`src/rtl/sdaf_pkg.sv`:
```
`timescale 1ns / 1ps
// Shared types and constants for the signed decimal ASCII formatter.
// No dependencies; used by every module of the block but the queue.
package sdaf_pkg;

  // Default digit store size and queue depth
  localparam int MAX_DIGITS_DEF  = 10;
  localparam int QUEUE_DEPTH_DEF = 2;

  // Digit count field wide enough for a MAX_DIGITS of up to 31
  localparam int NDIG_W = 5;

  // Input count width, scale width and the width of the division step counter
  localparam int COUNT_W = 32;
  localparam int SCALE_W = 16;
  localparam int STEP_W  = $clog2(COUNT_W);

  // Configuration register indexes
  localparam logic CFG_SCALE_DIVISOR   = 1'b0;
  localparam logic CFG_APPEND_LINE_END = 1'b1;

  // Character codes
  localparam logic [7:0] CH_ZERO  = 8'h30;
  localparam logic [7:0] CH_MINUS = 8'h2D;
  localparam logic [7:0] CH_CR    = 8'h0D;
  localparam logic [7:0] CH_LF    = 8'h0A;

  typedef enum logic [1:0] {
    FR_IDLE,
    FR_RUN,
    FR_HOLD
  } front_state_t;

  typedef enum logic [2:0] {
    BK_IDLE,
    BK_SIGN,
    BK_DIGIT,
    BK_CR,
    BK_LF
  } back_state_t;

  // Control part of one formatted request
  typedef struct packed {
    logic              neg;
    logic              crlf;
    logic [NDIG_W-1:0] ndig;
  } rec_ctrl_t;

endpackage

```
`src/rtl/sdaf_front.sv`:
```
`timescale 1ns / 1ps
// Front end: accepts a count, divides its magnitude by the scale and converts
// the quotient to BCD in one shared bit-serial loop. Depends on sdaf_pkg.
module sdaf_front #(
  parameter int MAX_DIGITS = sdaf_pkg::MAX_DIGITS_DEF
) (
  input  logic                                clk,
  input  logic                                rst_n,
  input  logic                                in_push,
  output logic                                in_full,
  input  logic signed [sdaf_pkg::COUNT_W-1:0] in_count_value,
  input  logic        [sdaf_pkg::SCALE_W-1:0] scale_divisor,
  input  logic                                append_line_end,
  output logic                                rec_valid,
  input  logic                                rec_ready,
  output sdaf_pkg::rec_ctrl_t                 rec_ctrl,
  output logic        [4*MAX_DIGITS-1:0]      rec_digits
);

  localparam int BCD_W = 4 * MAX_DIGITS;

  sdaf_pkg::front_state_t state_r, state_nxt;

  logic [sdaf_pkg::COUNT_W-1:0] mag_r, mag_nxt;
  logic [sdaf_pkg::SCALE_W-1:0] rem_r, rem_nxt;
  logic [sdaf_pkg::SCALE_W-1:0] div_r, div_nxt;
  logic [BCD_W-1:0]             bcd_r, bcd_nxt;
  logic                         ovf_r, ovf_nxt;
  logic                         neg_r, neg_nxt;
  logic                         crlf_r, crlf_nxt;
  logic [sdaf_pkg::STEP_W-1:0]  step_r, step_nxt;

  logic [sdaf_pkg::SCALE_W:0]   trial;
  logic                         qbit;
  logic [BCD_W-1:0]             adj;
  logic [sdaf_pkg::NDIG_W-1:0]  ndig;
  logic                         is_zero;

  // Restoring division step: quotient bit comes out most significant first
  always_comb begin
    trial = {rem_r, mag_r[sdaf_pkg::COUNT_W-1]};
    qbit  = (trial >= {1'b0, div_r});
  end

  // Double-dabble adjust on every digit before the shift
  always_comb begin
    for (int i = 0; i < MAX_DIGITS; i++) begin
      adj[4*i +: 4] = (bcd_r[4*i +: 4] >= 4'd5) ? bcd_r[4*i +: 4] + 4'd3 : bcd_r[4*i +: 4];
    end
  end

  // Digit count: highest non-zero digit, at least one, all of them on overflow
  always_comb begin
    ndig = sdaf_pkg::NDIG_W'(1);
    for (int i = 0; i < MAX_DIGITS; i++) begin
      if (bcd_r[4*i +: 4] != 4'd0) begin
        ndig = sdaf_pkg::NDIG_W'(i + 1);
      end
    end
    if (ovf_r) begin
      ndig = sdaf_pkg::NDIG_W'(MAX_DIGITS);
    end
    is_zero = !ovf_r && (bcd_r == '0);
  end

  always_comb begin
    state_nxt = state_r;
    mag_nxt   = mag_r;
    rem_nxt   = rem_r;
    div_nxt   = div_r;
    bcd_nxt   = bcd_r;
    ovf_nxt   = ovf_r;
    neg_nxt   = neg_r;
    crlf_nxt  = crlf_r;
    step_nxt  = step_r;
    case (state_r)
      sdaf_pkg::FR_IDLE: begin
        if (in_push) begin
          neg_nxt   = in_count_value[sdaf_pkg::COUNT_W-1];
          mag_nxt   = in_count_value[sdaf_pkg::COUNT_W-1] ?
                      (~in_count_value + 1'b1) : in_count_value;
          div_nxt   = (scale_divisor == '0) ? sdaf_pkg::SCALE_W'(1) : scale_divisor;
          crlf_nxt  = append_line_end;
          rem_nxt   = '0;
          bcd_nxt   = '0;
          ovf_nxt   = 1'b0;
          step_nxt  = '0;
          state_nxt = sdaf_pkg::FR_RUN;
        end
      end
      sdaf_pkg::FR_RUN: begin
        rem_nxt  = qbit ? sdaf_pkg::SCALE_W'(trial - {1'b0, div_r})
                        : trial[sdaf_pkg::SCALE_W-1:0];
        mag_nxt  = {mag_r[sdaf_pkg::COUNT_W-2:0], 1'b0};
        ovf_nxt  = ovf_r | adj[BCD_W-1];
        bcd_nxt  = {adj[BCD_W-2:0], qbit};
        step_nxt = step_r + 1'b1;
        if (step_r == sdaf_pkg::STEP_W'(sdaf_pkg::COUNT_W - 1)) begin
          state_nxt = sdaf_pkg::FR_HOLD;
        end
      end
      sdaf_pkg::FR_HOLD: begin
        if (rec_ready) begin
          state_nxt = sdaf_pkg::FR_IDLE;
        end
      end
      default: begin
        state_nxt = sdaf_pkg::FR_IDLE;
      end
    endcase
  end

  always_ff @(posedge clk) begin
    if (!rst_n) begin
      state_r <= sdaf_pkg::FR_IDLE;
    end else begin
      state_r <= state_nxt;
    end
  end

  always_ff @(posedge clk) begin
    mag_r  <= mag_nxt;
    rem_r  <= rem_nxt;
    div_r  <= div_nxt;
    bcd_r  <= bcd_nxt;
    ovf_r  <= ovf_nxt;
    neg_r  <= neg_nxt;
    crlf_r <= crlf_nxt;
    step_r <= step_nxt;
  end

  assign in_full       = (state_r != sdaf_pkg::FR_IDLE);
  assign rec_valid     = (state_r == sdaf_pkg::FR_HOLD);
  assign rec_ctrl.neg  = neg_r && !is_zero;
  assign rec_ctrl.crlf = crlf_r;
  assign rec_ctrl.ndig = ndig;
  assign rec_digits    = bcd_r;

endmodule

```
`src/rtl/sdaf_queue.sv`:
```
`timescale 1ns / 1ps
// Short register queue between the front and back ends.
// Depends on nothing beyond its parameters.
module sdaf_queue #(
  parameter int WIDTH = 8,
  parameter int DEPTH = 2
) (
  input  logic             clk,
  input  logic             rst_n,
  input  logic             push,
  input  logic [WIDTH-1:0] push_data,
  output logic             full,
  input  logic             pop,
  output logic [WIDTH-1:0] pop_data,
  output logic             empty
);

  localparam int PTR_W = (DEPTH > 1) ? $clog2(DEPTH) : 1;
  localparam int CNT_W = $clog2(DEPTH + 1);

  logic [WIDTH-1:0] mem [DEPTH];
  logic [PTR_W-1:0] wr_ptr_r, wr_ptr_nxt;
  logic [PTR_W-1:0] rd_ptr_r, rd_ptr_nxt;
  logic [CNT_W-1:0] cnt_r, cnt_nxt;
  logic             do_push, do_pop;

  assign full     = (cnt_r == CNT_W'(DEPTH));
  assign empty    = (cnt_r == '0);
  assign do_push  = push && !full;
  assign do_pop   = pop && !empty;
  assign pop_data = mem[rd_ptr_r];

  always_comb begin
    wr_ptr_nxt = wr_ptr_r;
    rd_ptr_nxt = rd_ptr_r;
    cnt_nxt    = cnt_r;
    if (do_push) begin
      wr_ptr_nxt = (wr_ptr_r == PTR_W'(DEPTH - 1)) ? '0 : wr_ptr_r + 1'b1;
    end
    if (do_pop) begin
      rd_ptr_nxt = (rd_ptr_r == PTR_W'(DEPTH - 1)) ? '0 : rd_ptr_r + 1'b1;
    end
    if (do_push && !do_pop) begin
      cnt_nxt = cnt_r + 1'b1;
    end else if (do_pop && !do_push) begin
      cnt_nxt = cnt_r - 1'b1;
    end
  end

  always_ff @(posedge clk) begin
    if (!rst_n) begin
      wr_ptr_r <= '0;
      rd_ptr_r <= '0;
      cnt_r    <= '0;
    end else begin
      wr_ptr_r <= wr_ptr_nxt;
      rd_ptr_r <= rd_ptr_nxt;
      cnt_r    <= cnt_nxt;
    end
  end

  always_ff @(posedge clk) begin
    if (do_push) begin
      mem[wr_ptr_r] <= push_data;
    end
  end

endmodule

```
`src/rtl/sdaf_back.sv`:
```
`timescale 1ns / 1ps
// Back end: serialises one formatted request into characters, one a cycle while
// the consumer keeps popping, through a registered output stage. Depends on sdaf_pkg.
module sdaf_back #(
  parameter int MAX_DIGITS = sdaf_pkg::MAX_DIGITS_DEF
) (
  input  logic                    clk,
  input  logic                    rst_n,
  input  logic                    rec_valid,
  output logic                    rec_pop,
  input  sdaf_pkg::rec_ctrl_t     rec_ctrl,
  input  logic [4*MAX_DIGITS-1:0] rec_digits,
  output logic                    out_empty,
  input  logic                    out_pop,
  output logic [7:0]              out_ascii_char,
  output logic                    out_last_char
);

  localparam int DIDX_W = (MAX_DIGITS > 1) ? $clog2(MAX_DIGITS) : 1;

  sdaf_pkg::back_state_t state_r, state_nxt;

  logic [4*MAX_DIGITS-1:0]     dig_r, dig_nxt;
  logic                        crlf_r, crlf_nxt;
  logic [DIDX_W-1:0]           idx_r, idx_nxt;
  logic                        ovld_r, ovld_nxt;
  logic [7:0]                  char_r, char_nxt;
  logic                        last_r, last_nxt;
  logic                        can_emit;
  logic [sdaf_pkg::NDIG_W-1:0] ndig_m1;
  logic [3:0]                  cur_dig;

  assign can_emit = !ovld_r || out_pop;
  assign ndig_m1  = rec_ctrl.ndig - sdaf_pkg::NDIG_W'(1);
  assign cur_dig  = dig_r[4*idx_r +: 4];

  always_comb begin
    state_nxt = state_r;
    dig_nxt   = dig_r;
    crlf_nxt  = crlf_r;
    idx_nxt   = idx_r;
    ovld_nxt  = ovld_r && !out_pop;
    char_nxt  = char_r;
    last_nxt  = last_r;
    rec_pop   = 1'b0;
    case (state_r)
      sdaf_pkg::BK_IDLE: begin
        if (rec_valid) begin
          rec_pop   = 1'b1;
          dig_nxt   = rec_digits;
          crlf_nxt  = rec_ctrl.crlf;
          idx_nxt   = ndig_m1[DIDX_W-1:0];
          state_nxt = rec_ctrl.neg ? sdaf_pkg::BK_SIGN : sdaf_pkg::BK_DIGIT;
        end
      end
      sdaf_pkg::BK_SIGN: begin
        if (can_emit) begin
          ovld_nxt  = 1'b1;
          char_nxt  = sdaf_pkg::CH_MINUS;
          last_nxt  = 1'b0;
          state_nxt = sdaf_pkg::BK_DIGIT;
        end
      end
      sdaf_pkg::BK_DIGIT: begin
        if (can_emit) begin
          ovld_nxt = 1'b1;
          char_nxt = sdaf_pkg::CH_ZERO + {4'd0, cur_dig};
          last_nxt = (idx_r == '0) && !crlf_r;
          if (idx_r == '0) begin
            state_nxt = crlf_r ? sdaf_pkg::BK_CR : sdaf_pkg::BK_IDLE;
          end else begin
            idx_nxt = idx_r - 1'b1;
          end
        end
      end
      sdaf_pkg::BK_CR: begin
        if (can_emit) begin
          ovld_nxt  = 1'b1;
          char_nxt  = sdaf_pkg::CH_CR;
          last_nxt  = 1'b0;
          state_nxt = sdaf_pkg::BK_LF;
        end
      end
      sdaf_pkg::BK_LF: begin
        if (can_emit) begin
          ovld_nxt  = 1'b1;
          char_nxt  = sdaf_pkg::CH_LF;
          last_nxt  = 1'b1;
          state_nxt = sdaf_pkg::BK_IDLE;
        end
      end
      default: begin
        state_nxt = sdaf_pkg::BK_IDLE;
      end
    endcase
  end

  always_ff @(posedge clk) begin
    if (!rst_n) begin
      state_r <= sdaf_pkg::BK_IDLE;
      ovld_r  <= 1'b0;
    end else begin
      state_r <= state_nxt;
      ovld_r  <= ovld_nxt;
    end
  end

  always_ff @(posedge clk) begin
    dig_r  <= dig_nxt;
    crlf_r <= crlf_nxt;
    idx_r  <= idx_nxt;
    char_r <= char_nxt;
    last_r <= last_nxt;
  end

  assign out_empty      = !ovld_r;
  assign out_ascii_char = char_r;
  assign out_last_char  = last_r;

endmodule

```
`src/rtl/signed_decimal_ascii_formatter_unit.sv`:
```
`timescale 1ns / 1ps
// Signed decimal ASCII formatter. Each count pushed in is divided by the
// scale register (truncating toward zero; a scale of 0 acts as 1) and its
// quotient comes out as ASCII characters, one per pop: '-' for a negative
// non-zero quotient, the decimal digits most significant first with no
// leading zeros ('0' for zero), then CR LF when append_line_end is set; the
// final character of each request carries out_last_char. The front end works
// on one request at a time in one shared bit-serial loop that does the restoring
// division and the binary-to-BCD conversion together, then hands the result
// over and goes back to idle before it takes a new count. A two-entry queue
// sits between it and the back end, which emits one character a cycle
// (1 to 13 per request) through an output register while the consumer keeps
// popping, so the output side never throttles the front unless the consumer
// stalls. Write configuration only while idle. No clearing pass is needed
// after reset. Depends on sdaf_pkg, sdaf_front, sdaf_queue and sdaf_back.
module signed_decimal_ascii_formatter_unit #(
  parameter int MAX_DIGITS  = sdaf_pkg::MAX_DIGITS_DEF,
  parameter int QUEUE_DEPTH = sdaf_pkg::QUEUE_DEPTH_DEF
) (
  input  logic                                clk,
  input  logic                                rst_n,
  // input request channel
  input  logic                                in_push,
  output logic                                in_full,
  input  logic signed [sdaf_pkg::COUNT_W-1:0] in_count_value,
  // result channel
  output logic                                out_empty,
  input  logic                                out_pop,
  output logic        [7:0]                   out_ascii_char,
  output logic                                out_last_char,
  // configuration write port
  input  logic                                cfg_we,
  input  logic                                cfg_index,
  input  logic        [sdaf_pkg::SCALE_W-1:0] cfg_wdata
);

  localparam int REC_W = $bits(sdaf_pkg::rec_ctrl_t) + 4 * MAX_DIGITS;

  logic [sdaf_pkg::SCALE_W-1:0] scale_r;
  logic                         line_end_r;

  logic                    f_valid;
  logic                    q_full;
  logic                    q_empty;
  logic                    q_pop;
  sdaf_pkg::rec_ctrl_t     f_ctrl;
  logic [4*MAX_DIGITS-1:0] f_digits;
  logic [REC_W-1:0]        q_rd;
  sdaf_pkg::rec_ctrl_t     b_ctrl;
  logic [4*MAX_DIGITS-1:0] b_digits;

  // Configuration registers: hold until written
  always_ff @(posedge clk) begin
    if (!rst_n) begin
      scale_r    <= sdaf_pkg::SCALE_W'(1);
      line_end_r <= 1'b0;
    end else if (cfg_we) begin
      case (cfg_index)
        sdaf_pkg::CFG_SCALE_DIVISOR:   scale_r    <= cfg_wdata;
        sdaf_pkg::CFG_APPEND_LINE_END: line_end_r <= cfg_wdata[0];
        default: begin
        end
      endcase
    end
  end

  // Front: accept, take the magnitude, divide and convert
  sdaf_front #(
    .MAX_DIGITS(MAX_DIGITS)
  ) u_front (
    .clk             (clk),
    .rst_n           (rst_n),
    .in_push         (in_push),
    .in_full         (in_full),
    .in_count_value  (in_count_value),
    .scale_divisor   (scale_r),
    .append_line_end (line_end_r),
    .rec_valid       (f_valid),
    .rec_ready       (!q_full),
    .rec_ctrl        (f_ctrl),
    .rec_digits      (f_digits)
  );

  // Queue of formatted requests between the two halves
  sdaf_queue #(
    .WIDTH(REC_W),
    .DEPTH(QUEUE_DEPTH)
  ) u_queue (
    .clk       (clk),
    .rst_n     (rst_n),
    .push      (f_valid),
    .push_data ({f_ctrl, f_digits}),
    .full      (q_full),
    .pop       (q_pop),
    .pop_data  (q_rd),
    .empty     (q_empty)
  );

  assign {b_ctrl, b_digits} = q_rd;

  // Back: serialise characters into the output register
  sdaf_back #(
    .MAX_DIGITS(MAX_DIGITS)
  ) u_back (
    .clk            (clk),
    .rst_n          (rst_n),
    .rec_valid      (!q_empty),
    .rec_pop        (q_pop),
    .rec_ctrl       (b_ctrl),
    .rec_digits     (b_digits),
    .out_empty      (out_empty),
    .out_pop        (out_pop),
    .out_ascii_char (out_ascii_char),
    .out_last_char  (out_last_char)
  );

`ifndef SYNTHESIS
  // Back end takes a request only when one is queued
  a_pop_has_data: assert property (@(posedge clk) disable iff (!rst_n)
    q_pop |-> !q_empty)
    else $error("back end popped an empty queue");

  // An accepted count keeps the front busy on the next cycle
  a_accept_busy: assert property (@(posedge clk) disable iff (!rst_n)
    (in_push && !in_full) |=> in_full)
    else $error("front end not busy after accepting a count");

  // A zero quotient never carries a sign
  a_zero_unsigned: assert property (@(posedge clk) disable iff (!rst_n)
    (f_valid && (f_digits == '0) && (f_ctrl.ndig == 5'd1)) |-> !f_ctrl.neg)
    else $error("signed zero handed to the queue");
`endif

endmodule

```
`config.mk`:
```
export PLATFORM = sky130hd
export DESIGN_NAME = signed_decimal_ascii_formatter_unit
export DESIGN_NICKNAME = d
export VERILOG_FILES = /design/src/rtl/sdaf_pkg.sv /design/src/rtl/sdaf_front.sv /design/src/rtl/sdaf_queue.sv /design/src/rtl/sdaf_back.sv /design/src/rtl/signed_decimal_ascii_formatter_unit.sv
export SDC_FILE = /design/constraint.sdc
export NUM_CORES = 1
export LEC_CHECK = 0
export ABC_AREA = 0
export BUFFER_PORTS_ARGS = -buffer_cell sky130_fd_sc_hd__buf_2
export CORE_ASPECT_RATIO = 0.6
export CORE_MARGIN = 5
export CORE_UTILIZATION = 40
export CTS_CLUSTER_SIZE = 40
export DETAILED_ROUTE_END_ITERATION = 8
export GPL_TIMING_DRIVEN = 1
export PLACE_DENSITY_LB_ADDON = 0.3
export SLEW_MARGIN = 0
export SYNTH_ARGS = -nofsm -noshare
export SYNTH_HDL_FRONTEND = slang
export SYNTH_SLANG_ARGS = --single-unit
```
`constraint.sdc`:
```
create_clock -name clk -period 16.5 [get_ports clk]
set_input_delay 2.475 -clock clk [delete_from_list [all_inputs] [get_ports clk]]
set_output_delay 2.475 -clock clk [all_outputs]
set_load 0.01 [all_outputs]
```
* Word-level counts from Yosys, hierarchy flattened *
Memories as Yosys holds them, arrays and structs flattened. A register that Yosys moved wholly into a read port is not among the register bits.
Index checks and enable logic that the tools add are counted.

word-level totals
  register bits after elaboration = 193
  bits in writable memories = 92
  bits of input ports = 54
  output and inout bits = 11
  logic and storage cells = 198
  memories = 1

memories
  memory       words  bits a word  rd ports  clocked after memory_dff  write ports  RTL line          RTL
  u_queue.mem  2      46           1         1                         1            sdaf_queue.sv:21  logic [WIDTH-1:0] mem [DEPTH];

cells by class
  add/sub/neg operators = 20
  order comparisons = 11
  eq/ne operators = 19
  shift operators = 1
  mux-type cells = 70
  bitwise operators = 4
  reduce and logical (&&, ||, !) cells = 51

operator list
  cell                     number
  $pmux W40 S2             1
  $mux W4                  17
  $mux W32                 2
  $pmux W32 S2             1
  $add A4 B2 Y4 const B    10
  $ge A4 B3 Y1 const B     10
  $logic_not A40 Y1        1
  $mux W40                 1
  $reduce_bool A4 Y1       10
  $shiftx A40 B7 Y4        1
  $add A32 B1 Y32 const B  1
  $mux W16                 2
  $mux W8                  4
  $not A32 Y32             1
  $pmux W16 S2             1
  $pmux W8 S4              1
  $mux W3                  10
  $mux W2                  9
  $ge A17 B16 Y1           1
  $logic_not A16 Y1        1
  $sub A16 B16 Y16         1
  $pmux W3 S5              1
  $mux W1                  14
  $ne A2 B1 Y1 const B     7
  36 further kinds         68

* Depth between registers and ports, before layout *
  word-level depth = 11
  mapped depth = 11

* By module *
Synthesis repeated with hierarchy kept, for this count alone.

second synthesis, totals
  cells, all modules = 1,135
  area, all modules = 13,885.8 um^2

by module, submodules not included
  module                               times used  cells each  area an instance (um^2)  sequential area each (um^2)
  sdaf_front                           1           724         7,098.1                  3,403.3
  sdaf_queue                           1           171         3,629.7                  2,922.8
  sdaf_back                            1           162         2,442.3                  1,641.6
  signed_decimal_ascii_formatter_unit  1           78          715.7                    340.3

* Least setup slack after synthesis *
OpenSTA, ideal clock, no wires.

  path kind = input port to flip-flop
  from = input in_push
  to = register u_front.mag_r[0] in the netlist's numbering (enable)
  data arrival time = 9,100 ps
  required time = 15,823 ps
  setup slack = 6,724 ps
  stages on the path = 2
  buffers on the path = 0
  path through = inv_1 o21ai_0

between the ends
  word-level cells in the longest chain between the ends = 2

ends and longest elaborated chain
  what                                RTL line                                   RTL
  from (decl)                         signed_decimal_ascii_formatter_unit.sv:23  input logic in_push,
  $ne A2 B2 Y1 (no source line)       n/a
  $reduce_and A2 Y1 (no source line)  n/a
  to (signal assigned)                sdaf_front.sv:122                          mag_r <= mag_nxt;
  to (decl)                           sdaf_front.sv:24                           logic [sdaf_pkg::COUNT_W-1:0] mag_r, mag_nxt;

No other way between the ends.
A chain may end at the register's enable or synchronous reset.

* Final worst setup path *
  from = input in_count_value[0] in the netlist's numbering
  to = register u_front.mag_r[28] in the netlist's numbering (data pin)

between the ends
  word-level cells in the longest chain between the ends = 5

ends and longest elaborated chain
  what                                RTL line                                   RTL
  from (decl)                         signed_decimal_ascii_formatter_unit.sv:25  input logic signed [sdaf_pkg::COUNT_W-1:0] in_count_value,
  $not A32 Y32                        sdaf_front.sv:81                           (~in_count_value + 1'b1) : in_count_value;
  $add A32 B1 Y32                     sdaf_front.sv:81
  $mux W32                            sdaf_front.sv:80                           mag_nxt = in_count_value[sdaf_pkg::COUNT_W-1] ?
  $mux W32                            sdaf_front.sv:78                           if (in_push) begin
  $pmux W32 S2                        sdaf_front.sv:76                           case (state_r)
  named net u_front.mag_nxt, one bit  sdaf_front.sv:24

The timed path passes the listed nets, and every way through them passes these cells. The select of a mux whose other input is x is not followed.

==> out/metrics.csv <==
stage,metric,value,unit
floorplanning,core,33510,µm²
floorplanning,pin_count,65,
logic_synthesis,synth_seq_area_share,0.6120,
layout,nets,1238,
setup_path,worstPathRequired,16.74,ns
drt,vias,8263,
cts,cts_tree,built,
cts,path_clk_slew,0.06,ns
global_routing,antenna_found_initial,1,
placement,gp_congestion,0.8682,
drt,drt_drc_violations_left,0,
power_and_ir_drop,fin_total_pwr,0.001965,W
flow_run,maxCapViolCount,0,
logic_synthesis,synth_top_area_share,0.5704,
placement,dp_slack,11.57,ns
cts,cts_setup_buffers,0,
sta,rsz0062_at_grt,no,
sta,min_period,4.398,ns
cts,cts_hold_buf,0,
placement,portBuffers,62,
logic_synthesis,netlist.top_cell.by_area,edfxtp_1,
logic_synthesis,ys_warn_count,0,
sta,finalHoldViolCount,0,
drt,wl_per_cell,16.58,µm
floorplanning,start_util,0.4022,
logic_synthesis,synth-async-reset-ratio,0,
cts,clock_sinks,284,
floorplanning,std_cell_rows,52,
placement,dp_hpwl,18020,µm
logic_synthesis,syn_area_per_cell,12.29,µm²
setup_path,cp_data_arrival_time,4.64,ns
cts,htreeDepth,1,
status,status,completed,
logic_synthesis,synthFlopType,edfxtp_1,
sta,maxSlewHeadroom,0.1658,
drt,ant_nets,0,
logic_synthesis,synth_edf_count,256,
logic_synthesis,netlist_area,13480,µm²
sta,fin_crit_sh,0.2665,
logic_synthesis,ys_types,64,
logic_synthesis,ys_top_cells_by_area,"edfxtp_1, ha_1, dfxtp_1",
setup_path,path_class,input port to flip-flop,
global_routing,grt_max_degree,68,
cts,cts-buffers-inserted,26,
layout,stdcell_area,15020,µm²
cts,clk_root_buffer_cell,clkbuf_16,
power_and_ir_drop,p_per_area,130.8,nW/µm²
floorplanning,die_area,37580,µm²
cts,cts-resized-gates,0,
global_routing,grt_pass1_vias,7852,
drt,viasPerCell,5.110,
setup_path,endpoint_kind,flip-flop,
global_routing,grtUsageTotal,0.1407,
layout,layout-area-overhead-vs-synth,11.48,%
layout,insertedDiodeCount,0,
setup_path,path_cells,"buf_2, inv_1, ha_1, or3b_2, nor4_4, nand3_1, o31ai_1, xor2_1, a21oi_1",
floorplanning,die_h,152.2,µm
setup_path,max_stage_delay,0.50,ns
floorplanning,die_w,247.0,µm
drt,initialDrtViolationCount,755,
cts,clockBufferDepth,3,
sta,drv_slew,0,
global_routing,grt_overflow,0,
layout,layout-drive-gt1-share,0.1572,
logic_synthesis,syn_inst,1097,
cts,clk_latency,0.54,ns
hold_path,hp-class,flip-flop to flip-flop,
layout,utilization,0.4484,
drt,drt-total-wl,26820,µm
setup_path,critPathMaxFanout,6,
sta,tns,0,ns
logic_synthesis,yosysMostFrequentCell,edfxtp_1,
logic_synthesis,synth_seq_cells,284,
logic_synthesis,netlist_top_cells_count,"edfxtp_1, nand2_1, nor2_1",
sta,max_freq,0.2274,GHz
sta,clock_skew,0.01818,ns
power_and_ir_drop,peakVddDrop,0.07535,mV
setup_path,crit_slowest_cell,or3b_2,
global_routing,grt_pass1_wl,43020,µm
sta,tightest_slew,1.250,ns
power_and_ir_drop,p_leak,5.394,nW
sta,setup_viol,0,
sta,finalWorstSetupSlack,12.10,ns
drt,first_pass_iters,5,
setup_path,start_kind,input port,
placement,dpl_cell_area,14230,µm²
critical path, delay by kind of cell:
kind / cells / cell delay [ns]
compound gates: 2 / 0.42
xor+xnor: 1 / 0.17
fa+ha+maj: 1 / 0.16
buf+inv: 2 / 0.19
simple gates: 3 / 1.22
per-stage QoR:
stage / hold WS, ns / std cells
6_report: 0.4559 / 1617
5_1_grt: 0.4700 / 1617
4_1_cts: 0.4530 / 1617
3_5_place_dp: 0.4370 / 1569
3_3_place_gp: 0.4331 / 1569
2_1_floorplan: 0.4081 / 1098
registers in the layout, summed over array words and instances, names as in the netlist, named ones only:
register and cells:
u_queue.wr_ptr_r 1, u_back.ovld_r 1, u_back.idx_r 4, u_front.neg_r 1, u_back.dig_r 40, line_end_r 1
u_front.rem_r 16, u_queue.cnt_r 2, u_back.crlf_r 1, u_back.state_r 3, u_front.step_r 5, u_front.crlf_r 1
u_queue.mem 92, u_front.div_r 16, u_back.out_last_char 1, u_front.mag_r 32, scale_r 16, u_queue.rd_ptr_r 1
u_front.rec_digits 40, u_front.ovf_r 1, u_back.out_ascii_char 6, u_front.state_r 2
metal layers:
metal | share of wire | vias to the layer above | GRT usage
met5 | 0.00075 | - | 0
met4 | 0.018 | 2 | 0.02734
met3 | 0.058 | 39 | 0.03103
met2 | 0.39 | 207 | 0.1871
met1 | 0.53 | 3960 | 0.2330
li1 | - | 4055 | -
cells in the final DEF (no fill, tap or decap), drive strengths merged, types with 6 or more instances in the layout:
cell    count
xor2       43
a21boi     22
nor2       88
clkbuf     31
and2       11
o21ai      70
nand2     112
or3        13
nand3      17
o31ai       9
ha         45
a31oi       8
dfxtp      28
xnor2      22
buf        70
nand3b      6
nor3       15
edfxtp    256
a21oi      52
nor4        6
mux2       45
nor2b      16
mux2i      22
mux4        8
clkinv     16
nand2b     14
inv        49
power breakdown:
part | switching [W] | internal [W]
logic | 0.000227 | 0.000171
registers | 0.0000767 | 0.000918
clock network | 0.000259 | 0.000314
cell type report:
| class | instances | area, µm² |
|---|---|---|
| tap | 459 | 574.3 |
| multi-input combinational | 707 | 4853 |
| inverter | 49 | 183.9 |
| clock buffer | 31 | 690.7 |
| sequential | 284 | 8249 |
| timing repair buffer | 70 | 370.4 |
| fill | 2990 | 18480 |
| clock inverter | 17 | 102.6 |
logic make-up after synthesis:
| group | Yosys count | synth area share |
|---|---|---|
| and+or+nand+nor | 322 | 0.1144 |
| AOI/OAI and AO/OA | 197 | 0.08996 |
| DFF | 284 | 0.6120 |
| muxes | 75 | 0.06731 |
| other | 1 | 0.0002783 |
| buffers and inverters | 107 | 0.03055 |
| xor gates and xnor gates | 65 | 0.04224 |
| adders and majority gates | 46 | 0.04326 |
final timing paths:
| path | startpoint | end | slack [ns] | cells after the start |
|---|---|---|---|---|
| setup reg to reg | u_front.rem_r[10]$_SDFFCE_PN0P_ | u_front.rem_r[9]$_SDFFCE_PN0P_ | 13.17 | 7 |
| hold / removal | scale_r[9]$_SDFFE_PN0P_ | u_front.div_r[9]$_SDFFCE_PN0P_ | 0.46 | 0 |
| setup / recovery | in_count_value[0] | u_front.mag_r[28]$_DFFE_PP_ | 12.10 | 9 |
| hold reg to reg | scale_r[9]$_SDFFE_PN0P_ | u_front.div_r[9]$_SDFFCE_PN0P_ | 0.46 | 0 |
Power figures use the tool's default switching activity.
